<file path="config.mk">
export PLATFORM = sky130hd
export DESIGN_NAME = scytale_transposition
export DESIGN_NICKNAME = d
export VERILOG_FILES = /design/src/rtl/scy_pkg.sv /design/src/rtl/scy_ram.sv /design/src/rtl/scy_walker.sv /design/src/rtl/scytale_transposition.sv
export SDC_FILE = /design/constraint.sdc
export NUM_CORES = 1
export LEC_CHECK = 0
export BUFFER_PORTS_ARGS = -buffer_cell sky130_fd_sc_hd__buf_2
export CAP_MARGIN = 10
export CORE_MARGIN = 1
export CORE_UTILIZATION = 31
export CTS_CLUSTER_DIAMETER = 150
export DETAILED_ROUTE_END_ITERATION = 6
export GPL_ROUTABILITY_DRIVEN = 0
export GPL_TIMING_DRIVEN = 0
export PLACE_DENSITY_LB_ADDON = 0.1
export SYNTH_ARGS = -nofsm -noshare
export SYNTH_HDL_FRONTEND = slang
export SYNTH_SLANG_ARGS = --single-unit
</file>
<file path="constraint.sdc">
create_clock -name clk -period 5.1 [get_ports clk]
set_input_delay 0 -clock clk [delete_from_list [all_inputs] [get_ports clk]]
set_output_delay 0 -clock clk [all_outputs]
set_load 0.05 [all_outputs]
</file>
<file path="src/rtl/scy_pkg.sv">
// shared constants, codes and handshake structs for the scytale transposition block
`default_nettype none
package scy_pkg;

  // message store capacity in bytes
  localparam int MAX_LEN = 64;
  // store address width and byte count width (count reaches MAX_LEN)
  localparam int ADDR_W  = $clog2(MAX_LEN);
  localparam int CNT_W   = $clog2(MAX_LEN + 1);
  // rows register width, also the width of the walk arithmetic
  localparam int ROWS_W  = 7;
  localparam int BYTE_W  = 8;
  localparam int CFG_W   = ROWS_W;
  localparam int IDX_W   = 1;

  // configuration register indexes
  localparam logic [IDX_W-1:0] REG_ROWS = 1'd0;
  localparam logic [IDX_W-1:0] REG_MODE = 1'd1;

  // cipher direction
  localparam logic MODE_ENC = 1'b0;
  localparam logic MODE_DEC = 1'b1;

  // top level sequencer states
  typedef enum logic [1:0] {
    ST_LOAD,
    ST_DIV,
    ST_READ,
    ST_SHOW
  } state_t;

  // sequencer to walker controls
  typedef struct packed {
    logic start;
    logic div_en;
    logic step;
  } walk_ctl_t;

  // walker to sequencer status
  typedef struct packed {
    logic              div_done;
    logic [ADDR_W-1:0] addr;
  } walk_stat_t;

endpackage
`default_nettype wire

</file>
<file path="src/rtl/scy_ram.sv">
// generic simple dual-port ram with registered read
`default_nettype none
module scy_ram #(
  parameter int WIDTH = 8,
  parameter int DEPTH = 64
) (
  input  wire logic                     clk,
  input  wire logic                     we,
  input  wire logic [$clog2(DEPTH)-1:0] waddr,
  input  wire logic [WIDTH-1:0]         wdata,
  input  wire logic                     re,
  input  wire logic [$clog2(DEPTH)-1:0] raddr,
  output logic      [WIDTH-1:0]         rdata
);

  logic [WIDTH-1:0] mem [DEPTH];

  // write port
  always_ff @(posedge clk) begin
    if (we) begin
      mem[waddr] <= wdata;
    end
  end

  // registered read, holds while re is low
  always_ff @(posedge clk) begin
    if (re) begin
      rdata <= mem[raddr];
    end
  end

endmodule
`default_nettype wire

</file>
<file path="src/rtl/scy_walker.sv">
// grid walker: divides length by rows, then steps the store read address
`default_nettype none
module scy_walker (
  input  wire logic                      clk,
  input  wire scy_pkg::walk_ctl_t        ctl,
  input  wire logic [scy_pkg::ROWS_W-1:0] len,
  input  wire logic [scy_pkg::ROWS_W-1:0] nrows,
  input  wire logic                      mode,
  output scy_pkg::walk_stat_t            stat
);

  localparam int W = scy_pkg::ROWS_W;

  logic [W-1:0] len_q;
  logic [W-1:0] nrows_q;
  logic         mode_q;
  logic [W-1:0] rem;
  logic [W-1:0] quo;
  logic [W-1:0] idx;
  logic [W-1:0] row;
  logic [W-1:0] base;
  logic [W-1:0] col;
  logic [W-1:0] cells;
  logic [W-1:0] op_a;
  logic [W-1:0] op_b;
  logic         op_sub;
  logic [W:0]   sum;
  logic [W-1:0] dec_addr;

  // cells in the current row: rows below the remainder hold one more
  assign cells = (row < rem) ? quo + W'(1) : quo;

  // shared add/subtract unit
  always_comb begin
    op_a   = idx;
    op_b   = nrows_q;
    op_sub = 1'b0;
    if (ctl.div_en) begin
      op_a   = rem;
      op_b   = nrows_q;
      op_sub = 1'b1;
    end else if (mode_q == scy_pkg::MODE_DEC) begin
      op_a = base;
      op_b = cells;
    end
  end

  assign sum = op_sub ? ({1'b0, op_a} - {1'b0, op_b}) : ({1'b0, op_a} + {1'b0, op_b});

  // borrow out means the remainder is below the row count
  assign stat.div_done = sum[W];

  // read address: position order for encrypt, rank for decrypt
  assign dec_addr  = base + col;
  assign stat.addr = (mode_q == scy_pkg::MODE_DEC) ? dec_addr[scy_pkg::ADDR_W-1:0]
                                                   : idx[scy_pkg::ADDR_W-1:0];

  // divide by repeated subtraction, then walk the grid one cell a request
  always_ff @(posedge clk) begin
    if (ctl.start) begin
      len_q   <= len;
      nrows_q <= nrows;
      mode_q  <= mode;
      rem     <= len;
      quo     <= '0;
      idx     <= '0;
      row     <= '0;
      base    <= '0;
      col     <= '0;
    end else if (ctl.div_en) begin
      if (!sum[W]) begin
        rem <= sum[W-1:0];
        quo <= quo + W'(1);
      end
    end else if (ctl.step) begin
      if (mode_q == scy_pkg::MODE_DEC) begin
        if (row == nrows_q - W'(1)) begin
          row  <= '0;
          base <= '0;
          col  <= col + W'(1);
        end else begin
          row  <= row + W'(1);
          base <= sum[W-1:0];
        end
      end else begin
        if (sum < {1'b0, len_q}) begin
          idx <= sum[W-1:0];
        end else begin
          row <= row + W'(1);
          idx <= row + W'(1);
        end
      end
    end
  end

endmodule
`default_nettype wire

</file>
<file path="src/rtl/scytale_transposition.sv">
// Scytale transposition top level: load sequencer, message store and walker.
// Bytes load first. After the last byte the row division runs, then each result
// passes a store read state and a show state that waits for out_ready.
// Reset (rst, synchronous) returns to loading with rows=1, mode=0, count and
// drop flag cleared; overflow and the message store are not cleared.
`default_nettype none
module scytale_transposition (
  input  wire logic                         clk,
  input  wire logic                         rst,
  input  wire logic                         cfg_write,
  input  wire logic [scy_pkg::IDX_W-1:0]    cfg_index,
  input  wire logic [scy_pkg::CFG_W-1:0]    cfg_data,
  input  wire logic                         in_valid,
  output logic                              in_ready,
  input  wire logic [scy_pkg::BYTE_W-1:0]   data_byte,
  input  wire logic                         last_in,
  output logic                              out_valid,
  input  wire logic                         out_ready,
  output logic      [scy_pkg::BYTE_W-1:0]   out_byte,
  output logic                              last_out,
  output logic                              overflow
);

  localparam int CW = scy_pkg::CNT_W;
  localparam int RW = scy_pkg::ROWS_W;

  scy_pkg::state_t     state;
  scy_pkg::state_t     state_next;
  scy_pkg::walk_ctl_t  wctl;
  scy_pkg::walk_stat_t wstat;

  logic [RW-1:0] rows;
  logic          mode;
  logic [CW-1:0] count;
  logic          dropped;
  logic [CW-1:0] msg_len;
  logic          ovf;
  logic [CW-1:0] out_cnt;
  logic          in_acc;
  logic          out_acc;
  logic          has_room;
  logic [CW-1:0] len_cur;
  logic [RW-1:0] nrows_cur;
  logic          ram_re;

  assign in_acc    = in_valid && in_ready;
  assign out_acc   = out_valid && out_ready;
  assign has_room  = count < CW'(scy_pkg::MAX_LEN);
  assign len_cur   = has_room ? count + CW'(1) : count;
  assign nrows_cur = (rows == '0) ? RW'(1) : rows;

  // configuration registers
  always_ff @(posedge clk) begin
    if (rst) begin
      rows <= RW'(1);
      mode <= scy_pkg::MODE_ENC;
    end else if (cfg_write) begin
      unique case (cfg_index)
        scy_pkg::REG_ROWS: rows <= cfg_data[RW-1:0];
        scy_pkg::REG_MODE: mode <= cfg_data[0];
        default: ;
      endcase
    end
  end

  // state register
  always_ff @(posedge clk) begin
    if (rst) begin
      state <= scy_pkg::ST_LOAD;
    end else begin
      state <= state_next;
    end
  end

  // next state
  always_comb begin
    state_next = state;
    unique case (state)
      scy_pkg::ST_LOAD: begin
        if (in_acc && last_in) begin
          state_next = scy_pkg::ST_DIV;
        end
      end
      scy_pkg::ST_DIV: begin
        if (wstat.div_done) begin
          state_next = scy_pkg::ST_READ;
        end
      end
      scy_pkg::ST_READ: begin
        state_next = scy_pkg::ST_SHOW;
      end
      scy_pkg::ST_SHOW: begin
        if (out_ready) begin
          state_next = last_out ? scy_pkg::ST_LOAD : scy_pkg::ST_READ;
        end
      end
      default: state_next = scy_pkg::ST_LOAD;
    endcase
  end

  // state outputs and walker controls
  always_comb begin
    in_ready    = 1'b0;
    out_valid   = 1'b0;
    ram_re      = 1'b0;
    wctl        = '0;
    unique case (state)
      scy_pkg::ST_LOAD: begin
        in_ready   = 1'b1;
        wctl.start = in_valid && last_in;
      end
      scy_pkg::ST_DIV:  wctl.div_en = 1'b1;
      scy_pkg::ST_READ: ram_re      = 1'b1;
      scy_pkg::ST_SHOW: begin
        out_valid = 1'b1;
        wctl.step = out_ready;
      end
      default: ;
    endcase
  end

  // byte count, drop flag and result counter
  always_ff @(posedge clk) begin
    if (rst) begin
      count   <= '0;
      dropped <= 1'b0;
      out_cnt <= '0;
    end else begin
      if (in_acc) begin
        if (last_in) begin
          count   <= '0;
          dropped <= 1'b0;
        end else if (has_room) begin
          count <= count + CW'(1);
        end else begin
          dropped <= 1'b1;
        end
      end
      if (wctl.start) begin
        out_cnt <= '0;
      end else if (out_acc) begin
        out_cnt <= out_cnt + CW'(1);
      end
    end
  end

  // message length and overflow for the result burst
  always_ff @(posedge clk) begin
    if (wctl.start) begin
      msg_len <= len_cur;
      ovf     <= dropped || !has_room;
    end
  end

  assign last_out = (out_cnt == msg_len - CW'(1));
  assign overflow = ovf;

  // message store
  scy_ram #(
    .WIDTH (scy_pkg::BYTE_W),
    .DEPTH (scy_pkg::MAX_LEN)
  ) u_store (
    .clk   (clk),
    .we    (in_acc && has_room),
    .waddr (count[scy_pkg::ADDR_W-1:0]),
    .wdata (data_byte),
    .re    (ram_re),
    .raddr (wstat.addr),
    .rdata (out_byte)
  );

  // division and address walk
  scy_walker u_walker (
    .clk   (clk),
    .ctl   (wctl),
    .len   (RW'(len_cur)),
    .nrows (nrows_cur),
    .mode  (mode),
    .stat  (wstat)
  );

endmodule
`default_nettype wire

</file>
==> After elaboration in Yosys (flattened, before gate mapping) <==
Memories as Yosys holds them, arrays and structs flattened. A register that Yosys moved wholly into a read port is not among the register bits.
Index checks and enable logic that the tools add are counted.
{ "word_totals": {"latchBits": 0, "wordCells": 99, "n_memories": 1, "ff_bits": 83, "ram_bits": 512, "in_bits": 22, "romBits": 0, "out_inout_bits": 12} }
{ "classes": {"n_mul": 0, "magnitude_cmp": 3, "muxes": 33, "div_mod_pow": 0, "n_shift": 0, "n_bitwise": 4, "n_eq_ne": 11, "n_reduce_logical": 21, "addsub": 10} }
{ "mem_list": {"columns": ["name", "depth", "word_bits", "rd", "rd_clocked_by_memory_dff", "write_ports", "line", "source"], "rows": [
  ["u_store.mem", 64, 8, 1, 1, 1, "scy_ram.sv:16", "logic [WIDTH-1:0] mem [DEPTH];"]
]} }
{ "ops": {"columns": ["cell", "n"], "rows": [
  ["7-bit two-way mux", 15],
  ["7-bit by 1-bit adder with 7-bit output, second input constant", 5],
  ["7-bit equality test", 2],
  ["7-bit by 1-bit subtractor with 7-bit output, second input constant", 2],
  ["3-bit AND reduction", 4],
  ["1-bit two-way mux", 11],
  ["2-bit AND reduction", 5],
  ["7-bit by 7-bit adder with 8-bit output", 1],
  ["8-bit by 7-bit less-than comparator with 1-bit output", 1],
  ["2-bit two-way mux", 4],
  ["8-bit two-way mux", 1],
  ["2-bit one-hot mux with 4 select lines", 1],
  ["7-bit by 7-bit subtractor with 8-bit output", 1],
  ["7-bit zero test", 1],
  ["7-bit less-than comparator", 1],
  ["7-bit less-than comparator, second input constant", 1],
  ["6-bit adder", 1],
  ["6-bit two-way mux", 1],
  ["2-bit by 1-bit inequality test with 1-bit output, second input constant", 3],
  ["2-bit inequality test, second input constant", 3],
  ["1-bit logical AND", 5],
  ["2-bit equality test, second input constant", 2],
  ["1-bit inverter", 4],
  ["4-bit AND reduction", 1],
  ["other kinds (6)", 6]
]} }

==> Depth between registers and ports, before layout <==
{ "depth": {"ltp_word": 9, "depth_mapped": 28, "depth_no_buf": 27} }

==> Hierarchy <==
From an unflattened synthesis, not the netlist that was laid out.
{ "hier_totals": {"hier_cells": 1562, "hier_area_um2": 25816.0} }
{ "modules_own_cells": {"columns": ["module", "seq_area_each_um2", "cells_per_inst", "instances", "area_per_inst_um2"], "rows": [
  ["scy_ram", 15615.0, 940, 1, 20246.9],
  ["scy_walker", 1341.3, 449, 1, 3956.3],
  ["scytale_transposition", 740.7, 173, 1, 1612.8]
]} }

==> Least setup slack after synthesis <==
Ideal clock, no wire load.
{ "synth_path": {"path_kind": "flip-flop to flip-flop", "from": "register u_walker.row[4]", "to": "register u_walker.idx[1]", "path_stages_with_launch": 27, "synth_period_minus_slack_ns": 4.983, "required_time_ns": 4.983, "slack_ns": 0.117, "path_buffers": 0, "setup_ns": 0.117, "arrival_time_ns": 4.866, "path_cell_list": "dfxtp_1 > ha_1 > a21oi_1 > o21ai_1 > a21oi_1 > mux2i_1 > a21oi_1 > ha_1 > inv_1 > nand2_1 > xnor2_1 > ha_1 > nor2b_1 > o21ai_0 > nand2b_1 > a21o_1 > a21oi_1 > xnor2_1 > ha_1 > a21o_1 > a31oi_1 > and2_1 > o211ai_1 > o21a_1 > nand2_2 > mux2_1 > a22o_1"} }
{ "synth_via": {"elab_chain_cells": 8, "word_cells_on_any_way": 9, "classes_between": "add/sub: 2; order compare: 2; mux: 5"} }
{ "synth_rtl": {"columns": ["item", "line", "source"], "rows": [
  ["from (decl)", "scy_walker.sv:20", "logic [W-1:0] row;"],
  ["from (signal assigned)", "scy_walker.sv:82", "row <= row + W'(1);"],
  ["from (signal assigned)", "scy_walker.sv:89", "row <= row + W'(1);"],
  ["7-bit less-than comparator (*)", "scy_walker.sv:31", "assign cells = (row < rem) ? quo + W'(1) : quo;"],
  ["7-bit two-way mux (*)", "scy_walker.sv:31", null],
  ["7-bit two-way mux (*)", "scy_walker.sv:42", "end else if (mode_q == scy_pkg::MODE_DEC) begin"],
  ["7-bit two-way mux (*)", "scy_walker.sv:38", "if (ctl.div_en) begin"],
  ["7-bit by 7-bit adder with 8-bit output or 7-bit by 7-bit subtractor with 8-bit output (tied branches)", "scy_walker.sv:48", "assign sum = op_sub ? ({1'b0, op_a} - {1'b0, op_b}) : ({1'b0, op_a} + {1'b0, op_b});"],
  ["8-bit two-way mux (*)", "scy_walker.sv:48", null],
  ["8-bit by 7-bit less-than comparator with 1-bit output", "scy_walker.sv:86", "if (sum < {1'b0, len_q}) begin"],
  ["7-bit two-way mux (*)", "scy_walker.sv:86", null],
  ["to (signal assigned)", "scy_walker.sv:87", "idx <= sum[W-1:0];"],
  ["to (signal assigned)", "scy_walker.sv:90", "idx <= row + W'(1);"],
  ["to (decl)", "scy_walker.sv:19", "logic [W-1:0] idx;"]
]} }
Every way passes the cells marked *; elsewhere a longest branch is shown, timed or not.
A chain may end at the register's enable or synchronous reset.

==> Final worst setup path <==
{ "layout_path": {"from": "register u_walker.rem[6]", "to": "register u_walker.row[6]"} }
{ "layout_via": {"elab_chain_cells": 9, "word_cells_on_any_way": 11, "classes_between": "add/sub: 2; order compare: 2; eq/ne: 1; mux: 5; reduce/logical: 1"} }
{ "layout_rtl": {"columns": ["item", "line", "source"], "rows": [
  ["from (decl)", "scy_walker.sv:17", "logic [W-1:0] rem;"],
  ["from (signal assigned)", "scy_walker.sv:64", "rem <= len;"],
  ["from (signal assigned)", "scy_walker.sv:72", "rem <= sum[W-1:0];"],
  ["7-bit less-than comparator", "scy_walker.sv:31", null],
  ["7-bit two-way mux", "scy_walker.sv:31", null],
  ["7-bit two-way mux", "scy_walker.sv:42", null],
  ["7-bit two-way mux", "scy_walker.sv:38", null],
  ["7-bit by 7-bit adder with 8-bit output or 7-bit by 7-bit subtractor with 8-bit output (tied branches)", "scy_walker.sv:48", null],
  ["8-bit two-way mux (*)", "scy_walker.sv:48", null],
  ["8-bit by 7-bit less-than comparator with 1-bit output (*)", "scy_walker.sv:86", null],
  ["2-bit by 1-bit inequality test with 1-bit output (no source line) (*)", null, null],
  ["3-bit AND reduction (no source line) (*)", null, null]
]} }
Marked as above.

==> flow_metrics.py <==
metrics = {
    "status": {
        "status": "finished, violations left",
        "violations": "DRC, setup timing",
    },
    "logic_synthesis": {
        "synth_top_area_share_pct": 64.2,
        "ys_seq_elements": 602,
        "synth-async-reset-ratio_pct": 0,
        "synth_warnings": 0,
        "syn_area_mm2": 0.0254,
        "synthTopCellsByArea": "edfxtp_1, mux4_2, dfxtp_1, mux2i_1, nor2_1",
        "ys_types": 70,
        "synth_edf_count": 543,
        "syn_avg_cell_area_um2": 16.6,
        "netlist_instances": 1528,
        "ys.flop_type": "edfxtp_1",
        "synth_sequential_area_ratio_pct": 68.9,
        "syn_nets": 1584,
        "yosys.area.top_type": "edfxtp_1",
    },
    "floorplan": {
        "die_h_um": 288,
        "fp.dieW_um": 288,
        "io_pins": 34,
        "rows": 104,
        "die_area_mm2": 0.0831,
        "coreArea_mm2": 0.0808,
        "initial_core_util_pct": 31.4,
    },
    "setup_path": {
        "r2r_slack_ns": -0.12,
        "critPathKind": "register to register",
        "critPathMaxFanout": 6,
        "endpoint_kind": "register",
        "critPathMaxStageDelay_ns": 0.47,
        "cpMaxStageDelayCell": "or4b_4",
        "start_kind": "register",
        "ff2ff_path_depth": 30,
        "crit_required_ns": 5.62,
        "arrival_ns": 5.73,
        "rr_endpoint": "u_walker.row[6]$_SDFFE_PP0P_",
        "r2r-start": "u_walker.rem[6]$_DFFE_PP_",
    },
    "final_layout": {
        "drive_gt1_share_pct": 23.6,
        "syn2layout_area_growth_pct": 19.6,
        "nets": 1754,
        "nFillCells": 7492,
        "stdcell_area_mm2": 0.0304,
    },
    "clock_tree": {
        "htree_num_levels": 3,
        "clockBufferDepth": 3,
        "root_buffer": "clkbuf_16",
        "path_clk_slew_ns": 0.06,
        "cts_tree": "built",
        "clk-insertion-delay-late_ns": 0.63,
        "cts_inserted_buffers": 72,
        "cts_sinks": 602,
    },
    "drt": {
        "top_layer": "met4",
        "route.met3.wl_um": 2630,
        "drt-met1-wl_um": 31200,
        "dr.pass1.iters": 7,
        "final_antenna_net_count": 0,
        "vias": 14000,
        "wl_met2_um": 34700,
        "drc": 8,
        "initialDrtViolationCount": 992,
        "wl_um": 70600,
        "routedWlPerCell_um": 25.1,
        "viasPerCell": 4.99,
    },
    "grt": {
        "overflow": 0,
        "antenna_found_initial": 0,
        "grt_pass1_wl_um": 102000,
        "grt_pass1_vias": 14700,
        "grt_max_degree": 65,
        "grtUsageTotal_pct": 17.3,
    },
    "sta": {
        "rsz0062_at_grt": "true",
        "setup_viol": 12,
        "drv_slew": 0,
        "tightest_slew_ns": 1.24,
        "hold_viol_final": 0,
        "holdWs_ns": 0.0783,
        "fin_worst_skew_ns": 0.0404,
        "fin_ws_ns": -0.116,
        "finalCritPeriodShare_pct": 102,
        "clock.fmax_ghz": 0.192,
        "slew_headroom_pct": 17.1,
        "min_period_ns": 5.22,
    },
    "place": {
        "io_buffers": 32,
        "place_area_mm2": 0.0270,
        "dpl.hpwl_um": 46100,
    },
    "pwr": {
        "p_leak_nw": 10.2,
        "vdd_ir_drop_max_mv": 0.208,
        "power_density_mw_per_mm2": 403,
        "p_total_w": 0.0122,
    },
    "flow_run": {
        "cap_violations": 0,
    },
    "worst_hold_path": {
        "worstHoldStart": "data_byte[1]",
        "min_to": "u_store.mem[36][1]$_DFFE_PP_",
        "hold_path_class": "input pin to register",
        "hold_path_depth": 1,
    },
}
power by group:
group          internal (W)  total, W  leakage, nW  switching, W
combinational      0.000643   0.00152         3.71      0.000874
clock               0.00313   0.00523         1.17       0.00210
sequential          0.00544   0.00548         5.37     0.0000424
total               0.00921    0.0122         10.2       0.00302
layout by cell type, fill, tap and decap left out, types with 15 or more instances in the layout:
cell,netlist,routed
edfxtp_1,543,543
nor2_1,134,131
mux4_2,128,128
clkbuf_16,0,73
a21oi_1,81,70
clkbuf_1,51,68
a211oi_1,64,64
dfxtp_1,59,55
nand2_1,56,52
buf_2,17,49
nor2b_1,47,47
mux2i_1,51,47
buf_4,5,32
xor2_1,31,28
xnor2_1,32,28
ha_1,32,24
dlygate4sd3_1,0,24
inv_1,29,21
nand3_1,15,15
cells in the mapped netlist, types with 3 or more instances:
| cell type | number |
|---|---|
| a211oi_1 | 64 |
| a21o_1 | 6 |
| a21oi_1 | 81 |
| a22o_1 | 7 |
| a22oi_1 | 4 |
| a31oi_1 | 3 |
| and2_1 | 6 |
| and3_1 | 4 |
| buf_1 | 9 |
| buf_2 | 17 |
| buf_4 | 5 |
| clkbuf_1 | 51 |
| dfxtp_1 | 59 |
| edfxtp_1 | 543 |
| ha_1 | 32 |
| inv_1 | 29 |
| mux2i_1 | 51 |
| mux2i_4 | 3 |
| mux4_2 | 128 |
| nand2_1 | 56 |
| nand2b_1 | 8 |
| nand3_1 | 15 |
| nand3b_1 | 4 |
| nand4_1 | 5 |
| nor2_1 | 134 |
| nor2b_1 | 47 |
| nor3_1 | 13 |
| o211a_1 | 3 |
| o21a_1 | 3 |
| o21ai_0 | 15 |
| o21ai_1 | 4 |
| or2_2 | 3 |
| or3_1 | 7 |
| xnor2_1 | 32 |
| xor2_1 | 31 |
critical path, delay by kind of cell, from the launching register on:
kind                       cells  cell delay (ns)
xor gates and xnor gates       1             0.17
adders and majority gates      4             1.06
AOI/OAI and AO/OA             11             1.40
muxes                          1             0.28
and+or+nand+nor                8             1.10
buffers and inverters          5             0.65
DFF                            1             0.46
how the worst max path moves through the flow:
stage | endpoint | depth (start not counted) | slack, ns | startpoint
CTS | u_walker.row[6]$_SDFFE_PP0P_ | 30 | -0.07 | u_walker.rem[6]$_DFFE_PP_
detailed placement | u_walker.idx[1]$_SDFFE_PP0P_ | 25 | -1.08 | u_walker.row[4]$_SDFFE_PP0P_
floorplan | u_walker.idx[1]$_SDFFE_PP0P_ | 26 | 0.12 | u_walker.row[4]$_SDFFE_PP0P_
global route | u_walker.row[5]$_SDFFE_PP0P_ | 30 | -0.40 | u_walker.rem[4]$_DFFE_PP_
global placement | u_walker.idx[1]$_SDFFE_PP0P_ | 25 | -1.10 | u_walker.row[4]$_SDFFE_PP0P_
finish | u_walker.row[6]$_SDFFE_PP0P_ | 30 | -0.12 | u_walker.rem[6]$_DFFE_PP_
flip-flops by register name, summed over array words and instances (netlist names), 6 cells and up:
name / count
u_store.mem: 512
u_store.rdata: 8
count: 7
out_cnt: 7
rows: 7
u_walker.base: 7
u_walker.idx: 7
u_walker.len_q: 7
u_walker.nrows_q: 7
u_walker.quo: 7
u_walker.rem: 7
u_walker.row: 7
u_walker.col: 6
per-layer routing:
metal	track usage, %	up-vias
li1	-	6339
met1	22.9	7304
met2	28.8	299
met3	3.04	101
met4	5.46	0
met5	0	-
stage by stage:
stage	TNS (ns)	util, %	instances	setup WS [ns]
after global routing	-4.76	37.6	2816	-0.403
after detailed placement	-14.02	33.4	2625	-1.08
after floorplan	0	-	1528	0.117
final	-0.878	37.6	2817	-0.116
after CTS	-0.600	37.3	2803	-0.0687
after global placement	-13.75	33.3	2620	-1.10
cell families (layout without fill, tap and decap cells):
logic type	Yosys count	count (layout)	share of synthesized area, %
flops	602	602	68.9
simple gates	323	323	6.19
compound gates	208	208	5.43
mux	185	185	13.8
buf+inv	113	341	1.86
xor+xnor	63	63	2.17
fa+ha+maj	34	34	1.73
other cells	0	1	0
cell type report:
cell class,instances,area [µm²],share of cell area (%)
timing repair buffer,96,827,2.72
inverter,30,113,0.371
multi-input combinational,813,7830,25.8
sequential,602,17500,57.6
buffer,83,363,1.19
tap,1060,1330,4.37
clock buffer,96,1950,6.43
antenna,1,2.50,0.00824
clock inverter,36,465,1.53
what timing repair did:
item	4_1_cts	5_1_grt
hold buffers	21	3
pin swaps	27	2
buffers inserted	25	6
gates resized for setup	67	24
setup endpoints to repair	22	23
hold endpoints to repair	123	62
Note: power is estimated with default switching activity, not from simulation.
